==> config.mk <==
export PLATFORM = sky130hd
export DESIGN_NAME = circle_zone_evaluator
export DESIGN_NICKNAME = d
export VERILOG_FILES = /design/src/hdl/czev_pkg.sv /design/src/hdl/czev_front.sv /design/src/hdl/czev_root_cell.sv /design/src/hdl/czev_back.sv /design/src/hdl/circle_zone_evaluator.sv
export VERILOG_INCLUDE_DIRS = /design/src /design/src/hdl
export SDC_FILE = /design/constraint.sdc
export NUM_CORES = 2
export LEC_CHECK = 0
export ABC_CLOCK_PERIOD_IN_PS = 9300
export BUFFER_PORTS_ARGS = -buffer_cell sky130_fd_sc_hd__buf_4
export CAP_MARGIN = 5
export CORE_MARGIN = 3
export CORE_UTILIZATION = 40
export DETAILED_ROUTE_END_ITERATION = 8
export PLACE_DENSITY = 0.54
export SETUP_SLACK_MARGIN = 0.05
export SLEW_MARGIN = 20
export SYNTH_ARGS = -nofsm -noshare
export SYNTH_HDL_FRONTEND = slang
export SYNTH_SLANG_ARGS = --single-unit
==> constraint.sdc <==
create_clock -name i_clk -period 9.3 [get_ports i_clk]
set_clock_uncertainty 0.1 [all_clocks]
set_input_delay 1.395 -clock i_clk [delete_from_list [all_inputs] [get_ports i_clk]]
set_output_delay 1.395 -clock i_clk [all_outputs]
set_load 0.05 [all_outputs]
==> src/hdl/circle_zone_evaluator_macros.svh <==
// ----------------------------------------------------------------------------
// circle zone evaluator assertion macros
// shared concurrent check macros, compiled out with NO_ASSERTIONS
// ----------------------------------------------------------------------------
`ifndef CIRCLE_ZONE_EVALUATOR_MACROS_SVH
`define CIRCLE_ZONE_EVALUATOR_MACROS_SVH

`ifndef NO_ASSERTIONS
`define CZEV_CHECK(label, clk, rst_n, expr) \
    label: assert property (@(posedge clk) disable iff (!rst_n) (expr)) \
        else $error("czev check failed");
`define CZEV_CHECK_IMP(label, clk, rst_n, ante, cons) \
    label: assert property (@(posedge clk) disable iff (!rst_n) (ante) |-> (cons)) \
        else $error("czev implication failed");
`define CZEV_CHECK_NXT(label, clk, rst_n, ante, cons) \
    label: assert property (@(posedge clk) disable iff (!rst_n) (ante) |=> (cons)) \
        else $error("czev next-cycle check failed");
`else
`define CZEV_CHECK(label, clk, rst_n, expr)
`define CZEV_CHECK_IMP(label, clk, rst_n, ante, cons)
`define CZEV_CHECK_NXT(label, clk, rst_n, ante, cons)
`endif

`endif

==> src/hdl/czev_pkg.sv <==
// ----------------------------------------------------------------------------
// czev_pkg
// shared types and register codes of the circle zone evaluator
// ----------------------------------------------------------------------------
package czev_pkg;

    typedef enum logic [1:0] {
        CFG_CENTER_X      = 2'd0,
        CFG_CENTER_Y      = 2'd1,
        CFG_RADIUS        = 2'd2,
        CFG_BORDER_MARGIN = 2'd3
    } t_cfg_idx;

    typedef struct packed {
        logic on_border;
        logic inside_res;
    } t_flags;

endpackage

==> src/hdl/czev_front.sv <==
// ----------------------------------------------------------------------------
// czev_front
// configuration registers, band squares, and the squared distance pipeline
// ----------------------------------------------------------------------------
`include "circle_zone_evaluator_macros.svh"

module czev_front #(
    parameter int CW = 16
) (
    input  logic                    i_clk,
    input  logic                    i_rst_n,
    input  logic                    i_cfg_valid,
    output logic                    o_cfg_ready,
    input  czev_pkg::t_cfg_idx      i_cfg_index,
    input  logic [CW-1:0]           i_cfg_data,
    input  logic                    i_valid,
    output logic                    o_ready,
    input  logic [CW-1:0]           i_pos_x,
    input  logic [CW-1:0]           i_pos_y,
    output logic                    o_valid,
    input  logic                    i_ready,
    output logic [2*CW+1:0]         o_rad,
    output czev_pkg::t_flags        o_flags,
    output logic [CW-2:0]           o_radius
);
    import czev_pkg::*;

    logic [CW-1:0]   r_cx, r_cy;
    logic [CW-2:0]   r_radius, r_margin;
    logic [CW-1:0]   r_outer;
    logic [CW-2:0]   r_inner;
    logic [2*CW-3:0] r_r2, r_i2;
    logic [2*CW-1:0] r_o2;

    logic [CW-3:0]   w_half;
    logic [CW-1:0]   n_outer;
    logic [CW-2:0]   n_inner;

    logic            r_va, r_vb, r_vc;
    logic            w_rdy_a, w_rdy_b, w_rdy_c;
    logic [CW-1:0]   r_dx, r_dy, n_dx, n_dy;
    logic [2*CW-1:0] r_sx, r_sy;
    logic [2*CW:0]   r_sum, w_sum;
    t_flags          r_flags, n_flags;

    logic signed [CW:0] w_dx, w_dy;
    logic [CW:0]        w_dx_neg, w_dy_neg;

    assign o_cfg_ready = 1'b1;

    // configuration registers
    always_ff @(posedge i_clk) begin
        if (!i_rst_n) begin
            r_cx     <= '0;
            r_cy     <= '0;
            r_radius <= '0;
            r_margin <= '0;
        end else if (i_cfg_valid) begin
            case (i_cfg_index)
                CFG_CENTER_X:      r_cx     <= i_cfg_data;
                CFG_CENTER_Y:      r_cy     <= i_cfg_data;
                CFG_RADIUS:        r_radius <= i_cfg_data[CW-2:0];
                CFG_BORDER_MARGIN: r_margin <= i_cfg_data[CW-2:0];
                default: ;
            endcase
        end
    end

    // band radii and their squares
    assign w_half  = r_margin[CW-2:1];
    assign n_outer = CW'(r_radius) + CW'(w_half);
    assign n_inner = (r_radius > (CW-1)'(w_half)) ? (r_radius - (CW-1)'(w_half)) : '0;

    always_ff @(posedge i_clk) begin
        if (!i_rst_n) begin
            r_outer <= '0;
            r_inner <= '0;
            r_r2    <= '0;
            r_o2    <= '0;
            r_i2    <= '0;
        end else begin
            r_outer <= n_outer;
            r_inner <= n_inner;
            r_r2    <= (2*CW-2)'(r_radius) * (2*CW-2)'(r_radius);
            r_o2    <= (2*CW)'(r_outer) * (2*CW)'(r_outer);
            r_i2    <= (2*CW-2)'(r_inner) * (2*CW-2)'(r_inner);
        end
    end

    // stage handshake
    assign w_rdy_c = !r_vc || i_ready;
    assign w_rdy_b = !r_vb || w_rdy_c;
    assign w_rdy_a = !r_va || w_rdy_b;
    assign o_ready = w_rdy_a;

    always_ff @(posedge i_clk) begin
        if (!i_rst_n) begin
            r_va <= 1'b0;
            r_vb <= 1'b0;
            r_vc <= 1'b0;
        end else begin
            if (w_rdy_a) r_va <= i_valid;
            if (w_rdy_b) r_vb <= r_va;
            if (w_rdy_c) r_vc <= r_vb;
        end
    end

    // absolute coordinate differences
    assign w_dx     = $signed({i_pos_x[CW-1], i_pos_x}) - $signed({r_cx[CW-1], r_cx});
    assign w_dy     = $signed({i_pos_y[CW-1], i_pos_y}) - $signed({r_cy[CW-1], r_cy});
    assign w_dx_neg = -w_dx;
    assign w_dy_neg = -w_dy;
    assign n_dx     = w_dx[CW] ? w_dx_neg[CW-1:0] : w_dx[CW-1:0];
    assign n_dy     = w_dy[CW] ? w_dy_neg[CW-1:0] : w_dy[CW-1:0];

    // sum of squares and band tests
    assign w_sum = (2*CW+1)'(r_sx) + (2*CW+1)'(r_sy);
    always_comb begin
        n_flags.inside_res = (w_sum <= (2*CW+1)'(r_r2));
        n_flags.on_border  = (w_sum <= (2*CW+1)'(r_o2)) && (w_sum > (2*CW+1)'(r_i2));
    end

    always_ff @(posedge i_clk) begin
        if (i_valid && w_rdy_a) begin
            r_dx <= n_dx;
            r_dy <= n_dy;
        end
        if (r_va && w_rdy_b) begin
            r_sx <= (2*CW)'(r_dx) * (2*CW)'(r_dx);
            r_sy <= (2*CW)'(r_dy) * (2*CW)'(r_dy);
        end
        if (r_vb && w_rdy_c) begin
            r_sum   <= w_sum;
            r_flags <= n_flags;
        end
    end

    assign o_valid  = r_vc;
    assign o_rad    = {1'b0, r_sum};
    assign o_flags  = r_flags;
    assign o_radius = r_radius;

    `CZEV_CHECK(a_inner_le_outer, i_clk, i_rst_n, CW'(r_inner) <= r_outer)
    `CZEV_CHECK(a_band_squares, i_clk, i_rst_n, (2*CW)'(r_i2) <= r_o2)
    `CZEV_CHECK_NXT(a_input_load, i_clk, i_rst_n, i_valid && w_rdy_a, r_va)

endmodule

==> src/hdl/czev_root_cell.sv <==
// ----------------------------------------------------------------------------
// czev_root_cell
// one digit step of the floor square root, registered with its own handshake
// ----------------------------------------------------------------------------
`include "circle_zone_evaluator_macros.svh"

module czev_root_cell #(
    parameter int NB = 17
) (
    input  logic                i_clk,
    input  logic                i_rst_n,
    input  logic                i_valid,
    output logic                o_ready,
    input  logic [NB:0]         i_rem,
    input  logic [NB-1:0]       i_root,
    input  logic [2*NB-1:0]     i_rad,
    input  czev_pkg::t_flags    i_flags,
    output logic                o_valid,
    input  logic                i_ready,
    output logic [NB:0]         o_rem,
    output logic [NB-1:0]       o_root,
    output logic [2*NB-1:0]     o_rad,
    output czev_pkg::t_flags    o_flags
);
    import czev_pkg::*;

    logic              r_valid;
    logic [NB:0]       r_rem, n_rem;
    logic [NB-1:0]     r_root, n_root;
    logic [2*NB-1:0]   r_rad;
    t_flags            r_flags;

    logic [NB+2:0]     w_rem_sh, w_trial, w_diff;
    logic              w_ge;

    assign o_ready = !r_valid || i_ready;

    // bring down the next two radicand bits and try the next root bit
    assign w_rem_sh = {i_rem, i_rad[2*NB-1 -: 2]};
    assign w_trial  = (NB+3)'({i_root, 2'b01});
    assign w_diff   = w_rem_sh - w_trial;
    assign w_ge     = (w_rem_sh >= w_trial);
    assign n_rem    = w_ge ? w_diff[NB:0] : w_rem_sh[NB:0];
    assign n_root   = {i_root[NB-2:0], w_ge};

    always_ff @(posedge i_clk) begin
        if (!i_rst_n) begin
            r_valid <= 1'b0;
        end else if (o_ready) begin
            r_valid <= i_valid;
        end
    end

    always_ff @(posedge i_clk) begin
        if (i_valid && o_ready) begin
            r_rem   <= n_rem;
            r_root  <= n_root;
            r_rad   <= {i_rad[2*NB-3:0], 2'b00};
            r_flags <= i_flags;
        end
    end

    assign o_valid = r_valid;
    assign o_rem   = r_rem;
    assign o_root  = r_root;
    assign o_rad   = r_rad;
    assign o_flags = r_flags;

    `CZEV_CHECK_IMP(a_rem_bound, i_clk, i_rst_n, r_valid, r_rem <= {r_root, 1'b0})
    `CZEV_CHECK_NXT(a_cell_load, i_clk, i_rst_n, i_valid && o_ready, r_valid)
    `CZEV_CHECK_NXT(a_cell_hold, i_clk, i_rst_n, r_valid && !i_ready,
                    r_valid && $stable(r_root))

endmodule

==> src/hdl/czev_back.sv <==
// ----------------------------------------------------------------------------
// czev_back
// distance to the circle and the output register
// ----------------------------------------------------------------------------
module czev_back #(
    parameter int NB = 17
) (
    input  logic                i_clk,
    input  logic                i_rst_n,
    input  logic                i_valid,
    output logic                o_ready,
    input  logic [NB-1:0]       i_root,
    input  czev_pkg::t_flags    i_flags,
    input  logic [NB-3:0]       i_radius,
    output logic                o_valid,
    input  logic                i_ready,
    output logic [NB-1:0]       o_distance,
    output czev_pkg::t_flags    o_flags
);
    import czev_pkg::*;

    logic            r_valid;
    logic [NB-1:0]   r_distance, n_distance;
    t_flags          r_flags;
    logic [NB-1:0]   w_radius;

    assign o_ready    = !r_valid || i_ready;
    assign w_radius   = NB'(i_radius);
    assign n_distance = (i_root >= w_radius) ? (i_root - w_radius) : (w_radius - i_root);

    always_ff @(posedge i_clk) begin
        if (!i_rst_n) begin
            r_valid <= 1'b0;
        end else if (o_ready) begin
            r_valid <= i_valid;
        end
    end

    always_ff @(posedge i_clk) begin
        if (i_valid && o_ready) begin
            r_distance <= n_distance;
            r_flags    <= i_flags;
        end
    end

    assign o_valid    = r_valid;
    assign o_distance = r_distance;
    assign o_flags    = r_flags;

endmodule

==> src/hdl/circle_zone_evaluator.sv <==
// ----------------------------------------------------------------------------
// circle_zone_evaluator
// Tests position samples against a configured circle and border band.
// Input stream: i_s_tdata carries pos_x and pos_y. Output stream: o_m_tdata
// carries inside_res, on_border and distance. The config channel writes
// center_x, center_y, radius and border_margin by index 0 to 3; it is
// always ready; the user must write it only while no sample is in flight,
// as the block does not enforce this. Throughput is one sample per cycle
// while the receiver keeps i_m_tready high. From input to output valid a
// sample passes three difference/square/sum stages, one square root cell
// per result bit (COORD_WIDTH + 1 of them), and the output register.
// Every stage has its own valid bit and takes new data when it is empty or
// its successor moves, so a stalled receiver only backs up the pipeline
// stage by stage; o_s_tready drops once every stage holds a sample.
// Reset clears all stage valid bits and sets all config registers to 0.
// ----------------------------------------------------------------------------
module circle_zone_evaluator #(
    parameter int COORD_WIDTH = 16
) (
    input  logic                                        i_clk,
    input  logic                                        i_rst_n,
    // pos_x, pos_y
    input  logic                                        i_s_tvalid,
    output logic                                        o_s_tready,
    input  logic [((2*COORD_WIDTH+7)/8)*8-1:0]          i_s_tdata,
    // inside_res, on_border, distance
    output logic                                        o_m_tvalid,
    input  logic                                        i_m_tready,
    output logic [((COORD_WIDTH+10)/8)*8-1:0]           o_m_tdata,
    input  logic                                        i_cfg_valid,
    output logic                                        o_cfg_ready,
    input  czev_pkg::t_cfg_idx                          i_cfg_index,
    input  logic [COORD_WIDTH-1:0]                      i_cfg_data
);
    import czev_pkg::*;

    localparam int NB    = COORD_WIDTH + 1;
    localparam int OUT_W = ((COORD_WIDTH + 10) / 8) * 8;

    logic [NB:0]     w_valid, w_ready;
    logic [NB:0]     w_rem   [NB+1];
    logic [NB-1:0]   w_root  [NB+1];
    logic [2*NB-1:0] w_rad   [NB+1];
    t_flags          w_flags [NB+1];

    logic [COORD_WIDTH-2:0] w_radius;
    logic [NB-1:0]          w_distance;
    t_flags                 w_out_flags;

    czev_front #(
        .CW (COORD_WIDTH)
    ) u_front (
        .i_clk       (i_clk),
        .i_rst_n     (i_rst_n),
        .i_cfg_valid (i_cfg_valid),
        .o_cfg_ready (o_cfg_ready),
        .i_cfg_index (i_cfg_index),
        .i_cfg_data  (i_cfg_data),
        .i_valid     (i_s_tvalid),
        .o_ready     (o_s_tready),
        .i_pos_x     (i_s_tdata[COORD_WIDTH-1:0]),
        .i_pos_y     (i_s_tdata[2*COORD_WIDTH-1:COORD_WIDTH]),
        .o_valid     (w_valid[0]),
        .i_ready     (w_ready[0]),
        .o_rad       (w_rad[0]),
        .o_flags     (w_flags[0]),
        .o_radius    (w_radius)
    );

    assign w_rem[0]  = '0;
    assign w_root[0] = '0;

    for (genvar k = 0; k < NB; k++) begin : g_cells
        czev_root_cell #(
            .NB (NB)
        ) u_cell (
            .i_clk   (i_clk),
            .i_rst_n (i_rst_n),
            .i_valid (w_valid[k]),
            .o_ready (w_ready[k]),
            .i_rem   (w_rem[k]),
            .i_root  (w_root[k]),
            .i_rad   (w_rad[k]),
            .i_flags (w_flags[k]),
            .o_valid (w_valid[k+1]),
            .i_ready (w_ready[k+1]),
            .o_rem   (w_rem[k+1]),
            .o_root  (w_root[k+1]),
            .o_rad   (w_rad[k+1]),
            .o_flags (w_flags[k+1])
        );
    end

    czev_back #(
        .NB (NB)
    ) u_back (
        .i_clk      (i_clk),
        .i_rst_n    (i_rst_n),
        .i_valid    (w_valid[NB]),
        .o_ready    (w_ready[NB]),
        .i_root     (w_root[NB]),
        .i_flags    (w_flags[NB]),
        .i_radius   (w_radius),
        .o_valid    (o_m_tvalid),
        .i_ready    (i_m_tready),
        .o_distance (w_distance),
        .o_flags    (w_out_flags)
    );

    assign o_m_tdata = OUT_W'({w_distance, w_out_flags.on_border, w_out_flags.inside_res});

endmodule

### Word level (Yosys, flattened, before mapping)

Index checks and enable logic that the tools add are counted.

| cells by class | value |
|---|---|
| add/subtract/negate cells | 25 |
| multiply operators | 5 |
| $lt $le $gt $ge | 22 |
| eq/ne operators | 3 |
| multiplexer cells | 19 |
| reduce and logical (&&, ||, !) cells | 70 |

Operators by type and width:

| operator | count |
|---|---|
| $mux W18 | 15 |
| $mul A16 B16 Y32 | 3 |
| $mul A15 B15 Y30 | 2 |
| $sub A16 B16 Y17 | 2 |
| $add A32 B32 Y33 | 1 |
| $gt A33 B30 Y1 | 1 |
| $le A33 B30 Y1 | 1 |
| $le A33 B32 Y1 | 1 |
| $mux W16 | 2 |
| $neg A16 Y16 | 2 |
| $logic_and A1 B1 Y1 | 22 |
| $logic_not A1 Y1 | 21 |
| $logic_or A1 B1 Y1 | 21 |
| $ge A20 B10 Y1 | 1 |
| $ge A20 B11 Y1 | 1 |
| $ge A20 B12 Y1 | 1 |
| $ge A20 B13 Y1 | 1 |
| $ge A20 B14 Y1 | 1 |
| $ge A20 B15 Y1 | 1 |
| $ge A20 B16 Y1 | 1 |
| $ge A20 B17 Y1 | 1 |
| $ge A20 B18 Y1 | 1 |
| $ge A20 B3 Y1 | 1 |
| $ge A20 B4 Y1 | 1 |
| 34 further kinds | 39 |

| word-level totals | value |
|---|---|
| bits in registers | 1,087 |
| input port bits | 55 |
| output and inout port bits | 27 |
| logic and storage cells | 268 |

### Logic depth before layout (Yosys ltp)

| depth | value |
|---|---|
| depth after elaboration | 23 |
| depth in mapped cells | 27 |
| mapped depth without buffers | 25 |

### Hierarchy

From an unflattened synthesis, not the netlist that was laid out.

| unflattened totals | value |
|---|---|
| cell total of the unflattened synthesis | 10,311 |
| area total of the unflattened synthesis | 110,900.1 µm² |

By module, submodules not included:

| module | instances | cells each | area an instance (µm²) | sequential area each (µm²) |
|---|---|---|---|---|
| czev_root_cell | 17 | 261 | 3,415.8 | 2,092.0 |
| czev_front | 1 | 5,607 | 50,492.2 | 7,557.2 |
| czev_back | 1 | 261 | 2,298.5 | 590.6 |
| circle_zone_evaluator | 1 | 6 | 41.3 | 0.0 |

### Least setup slack after synthesis

Ideal clock, no wire load.

| path | value |
|---|---|
| path type | register to register |
| start point | register u_front.r_dx[4] |
| end point | register u_front.r_sx[31], data pin |
| setup time | 260 ps |
| arrival time | 6,604 ps |
| required time | 8,940 ps |
| setup slack | 2,336 ps |
| stages on the path, launching flop included | 24 |
| buffers on the path | 2 |
| cells stage by stage | edfxtp_1 -> clkbuf_1 -> clkbuf_1 -> nand2_1 -> fa_1 -> inv_1 -> fa_1 -> fa_1 -> fa_1 -> fa_1 -> inv_1 -> fa_1 -> inv_1 -> ha_1 -> a21o_1 -> a21o_1 -> a21oi_1 -> o21ai_0 -> a2111oi_2 -> nor4b_1 -> or4_1 -> a31o_2 -> a21oi_1 -> xnor2_1 |

| between the ends | value |
|---|---|
| cells in the longest elaborated chain, start to end | 1 |

Ends and longest elaborated chain:

| element | line | RTL |
|---|---|---|
| start, declared | czev_front.sv:41 | `logic [CW-1:0] r_dx, r_dy, n_dx, n_dy;` |
| start signal, assigned | czev_front.sv:125 | `r_dx <= n_dx;` |
| $mul A16 B16 Y32 | czev_front.sv:129 | `r_sx <= (2*CW)'(r_dx) * (2*CW)'(r_dx);` |
| end signal, assigned | czev_front.sv:129 |  |
| end, declared | czev_front.sv:42 | `logic [2*CW-1:0] r_sx, r_sy;` |

Every way passes these cells.
A chain may end at the register's enable or synchronous reset.

### Worst setup path in the final report

| path | value |
|---|---|
| start point | register u_front.r_outer[12] |
| end point | register u_front.r_o2[31] |

| between the ends | value |
|---|---|
| cells in the longest elaborated chain, start to end | 1 |

Ends and longest elaborated chain:

| element | line | RTL |
|---|---|---|
| start, declared | czev_front.sv:30 | `logic [CW-1:0] r_outer;` |
| start signal, assigned | czev_front.sv:82 | `r_outer <= n_outer;` |
| $mul A16 B16 Y32 | czev_front.sv:85 | `r_o2 <= (2*CW)'(r_outer) * (2*CW)'(r_outer);` |
| end signal, assigned | czev_front.sv:85 |  |
| end, declared | czev_front.sv:33 | `logic [2*CW-1:0] r_o2;` |

Every way passes these cells.

==> flow_summary.yaml <==
clocking:
  tritoncts: "built"
  cts_resized: 0
  htree_levels: 3
  worstSkewPairLatency_ps: 770
  cts_hold_buf: 0
  cts_made_buffers: 121
  clock-root-buffer: "clkbuf_16"
  clock_path_buffers: 3
  clk_pin_slew_ps: 60
  post-cts-setup-buffer-count: 0
  clock-sinks: 1073
timing:
  setup_viol_count_final: 0
  drv_slew: 0
  rsz0062_at_grt: "false"
  tightest_slew_ps: 1130
  post-route-period-util_pct: 81.4
  slew_headroom_pct: 24.3
  final-hold-violation-count: 0
  tns_ps: 0
  fmax_mhz: 132
  min_period_ps: 7570
detailed_routing:
  vias: 55200
  dr.pass1.iters: 6
  viasPerCell: 4.96
  detail-route-antenna-nets: 0
  wl_per_cell_um: 17.4
  drtIter0Drc: 2912
  routed_wl_um: 194000
  drc: 0
critical_path:
  crit_fanout: 11
  path_buf_inv: 4
  slowest_stage: "dfxtp_1"
  end_kind: "flip-flop"
  slowest_delay_ps: 720
  cp_cell_sequence: "inv_1 -> nor2_1 -> ha_1 -> xor2_1 -> fa_1 -> inv_1 -> fa_1 -> fa_1 -> fa_1 -> inv_1 -> fa_1 -> inv_1 -> ha_1 -> nand3_1 -> nor2_1 -> and3_1 -> a221o_1 -> a31oi_1 -> o211a_1 -> a2111oi_0 -> o32ai_1 -> xnor2_1 -> and2_1"
  cp_top_family: "adder cells"
  criticalPathCategory: "flip-flop to flip-flop"
  cp_data_arrival_time_ps: 8070
  critPathLaunchType: "flip-flop"
  crit_required_ps: 9810
  crit_path_frequent_cell: "fa_1"
synth:
  avgSynthCellArea_um2: 10.4
  synth.area.top_cells: "edfxtp_1, fa_1, ha_1"
  synthDominantCellAreaShare_pct: 30.8
  ys_async_sr_fraction_pct: 0
  synth_warnings: 0
  synth_area_um2: 84900
  synth_area_leader_cell: "edfxtp_1"
  synth_edf_count: 871
  ys_seq_area_share_pct: 35.6
  postSynthCellCount: 8141
  yosys.cell_types.count: 87
  ys_ff_latch: 1073
  synth_flop_cell: "edfxtp_1"
global_route:
  grtUsageTotal_pct: 18.1
  grt_overflow: 0
  antenna_found_initial: 8
  grt_max_degree: 69
  grt_pass1_vias: 58400
  grt_pass1_wl_um: 314000
layout:
  drive_above_1_share_pct: 5.43
  syn_to_final_growth_pct: 9.83
  nFillCells: 20000
  regArea_um2: 30200
  nets: 9901
  multi_input_area_um2: 48300
floorplanning:
  pin_count: 82
  start_util_pct: 40.4
  std_cell_rows: 168
  die-height_um: 467
  design.die.area_um2: 218000
  coreArea_um2: 210000
  dieWidth_um: 467
outcome:
  status: "finished clean"
job:
  maxCapViolCount: 0
min_path:
  min_path_type: "flip-flop to flip-flop"
place:
  place.gp.congestion: 0.863
  port_buffers: 75
  dp_hpwl_um: 154000
[layout make-up]
| class | instances | share of cell area [%] |
|---|---|---|
| repair buffers | 126 | 1.09 |
| multi-input cells | 5298 | 51.8 |
| diodes | 6 | 0.0161 |
| clock inverters | 81 | 1.12 |
| flip-flops and latches | 1073 | 32.4 |
| clock buffers | 146 | 3.38 |
| well taps | 2805 | 3.77 |
| inverters | 1589 | 6.40 |
[worst paths after layout]
check,from,to,slack (ps),depth (start not counted)
max,u_front.r_outer[12],u_front.r_o2[31],1730,23
min,g_cells[1].u_cell.o_rad[29],g_cells[2].u_cell.o_rad[31],280,0
max reg2reg,u_front.r_outer[12],u_front.r_o2[31],1730,23
min reg2reg,g_cells[1].u_cell.o_rad[29],g_cells[2].u_cell.o_rad[31],280,0
[sequential cells by signal, indices dropped and copies added (netlist names), 29 cells and up]
name / count
u_front.r_sum: 33
g_cells.u_cell.o_root: 153
u_front.r_sy: 31
u_front.r_i2: 29
g_cells.u_cell.o_rad: 272
u_front.r_sx: 31
g_cells.u_cell.o_rem: 264
g_cells.u_cell.o_flags: 34
u_front.r_o2: 31
u_front.r_r2: 29
[cell usage in the layout (no fill, tap or decap), types with 43 or more instances in the layout]
| cell type | instances |
|---|---|
| ha_1 | 867 |
| o21ai_0 | 227 |
| dfxtp_1 | 202 |
| and3_1 | 43 |
| nand3_1 | 68 |
| and2_1 | 260 |
| a21o_1 | 141 |
| xor2_1 | 161 |
| buf_4 | 121 |
| nor3_1 | 120 |
| nand2b_1 | 71 |
| or3_1 | 43 |
| fa_1 | 770 |
| inv_1 | 1587 |
| nand2_1 | 693 |
| nor2b_1 | 88 |
| nand4_1 | 49 |
| xnor2_1 | 269 |
| o21a_1 | 90 |
| edfxtp_1 | 871 |
| clkbuf_16 | 121 |
| nor2_1 | 392 |
| a21boi_0 | 86 |
| o31ai_1 | 48 |
| a21oi_1 | 313 |
[stage by stage]
step                      hold WS [ps]  setup slack (ps)  util [%]  std cells  instance area [µm²]
after CTS                          280              1770      44.3      11100                93100
after floorplan                    300              2340         -       8146                84900
final                              279              1730      44.3      11100                93200
after global routing               302              1260      44.3      11100                93200
after detailed placement           305              1850      42.3      10900                88900
after global placement             300              1940      42.3      10900                88800
[cell families after synthesis]
family,Yosys count,share of synthesized area [%]
buffers and inverters,1775,7.89
muxes,52,0.665
AOI/OAI and AO/OA,1165,8.92
adders and majority gates,1637,31.0
DFF,1073,35.6
other,2,0.00885
xor gates and xnor gates,444,4.58
and+or+nand+nor,1993,11.4
[cell usage after synthesis (9+ instances only)]
| cell | count |
|---|---|
| a2111oi_0 | 12 |
| a211o_1 | 13 |
| a211oi_1 | 39 |
| a21boi_0 | 94 |
| a21o_1 | 141 |
| a21oi_1 | 314 |
| a31o_2 | 17 |
| a31oi_1 | 26 |
| and2_1 | 261 |
| and3_1 | 43 |
| buf_2 | 9 |
| clkbuf_1 | 167 |
| dfxtp_1 | 202 |
| edfxtp_1 | 871 |
| fa_1 | 770 |
| ha_1 | 867 |
| inv_1 | 1587 |
| mux2_2 | 35 |
| mux2i_1 | 17 |
| nand2_1 | 693 |
| nand2b_1 | 71 |
| nand3_1 | 68 |
| nand4_1 | 49 |
| nand4b_1 | 10 |
| nor2_1 | 395 |
| nor2b_1 | 99 |
| nor3_1 | 120 |
| nor3b_1 | 15 |
| nor4_1 | 39 |
| nor4b_1 | 9 |
| o211ai_1 | 21 |
| o21a_1 | 90 |
| o21ai_0 | 227 |
| o21bai_1 | 27 |
| o31ai_1 | 48 |
| or2_2 | 27 |
| or3_1 | 44 |
| or4_1 | 20 |
| xnor2_1 | 280 |
| xor2_1 | 164 |
[routing by layer]
metal | share of wire [%] | vias to the layer above | GRT usage [%]
li1 | - | 27000 | -
met3 | 3.5 | 249 | 2.08
met4 | 3.4 | 2 | 5.76
met1 | 44 | 27200 | 23.4
met5 | 0.0067 | - | 0
met2 | 49 | 801 | 31.7
Power is not shown: default switching activity piles up to over one toggle a cycle in this logic, so the estimate is an artifact.
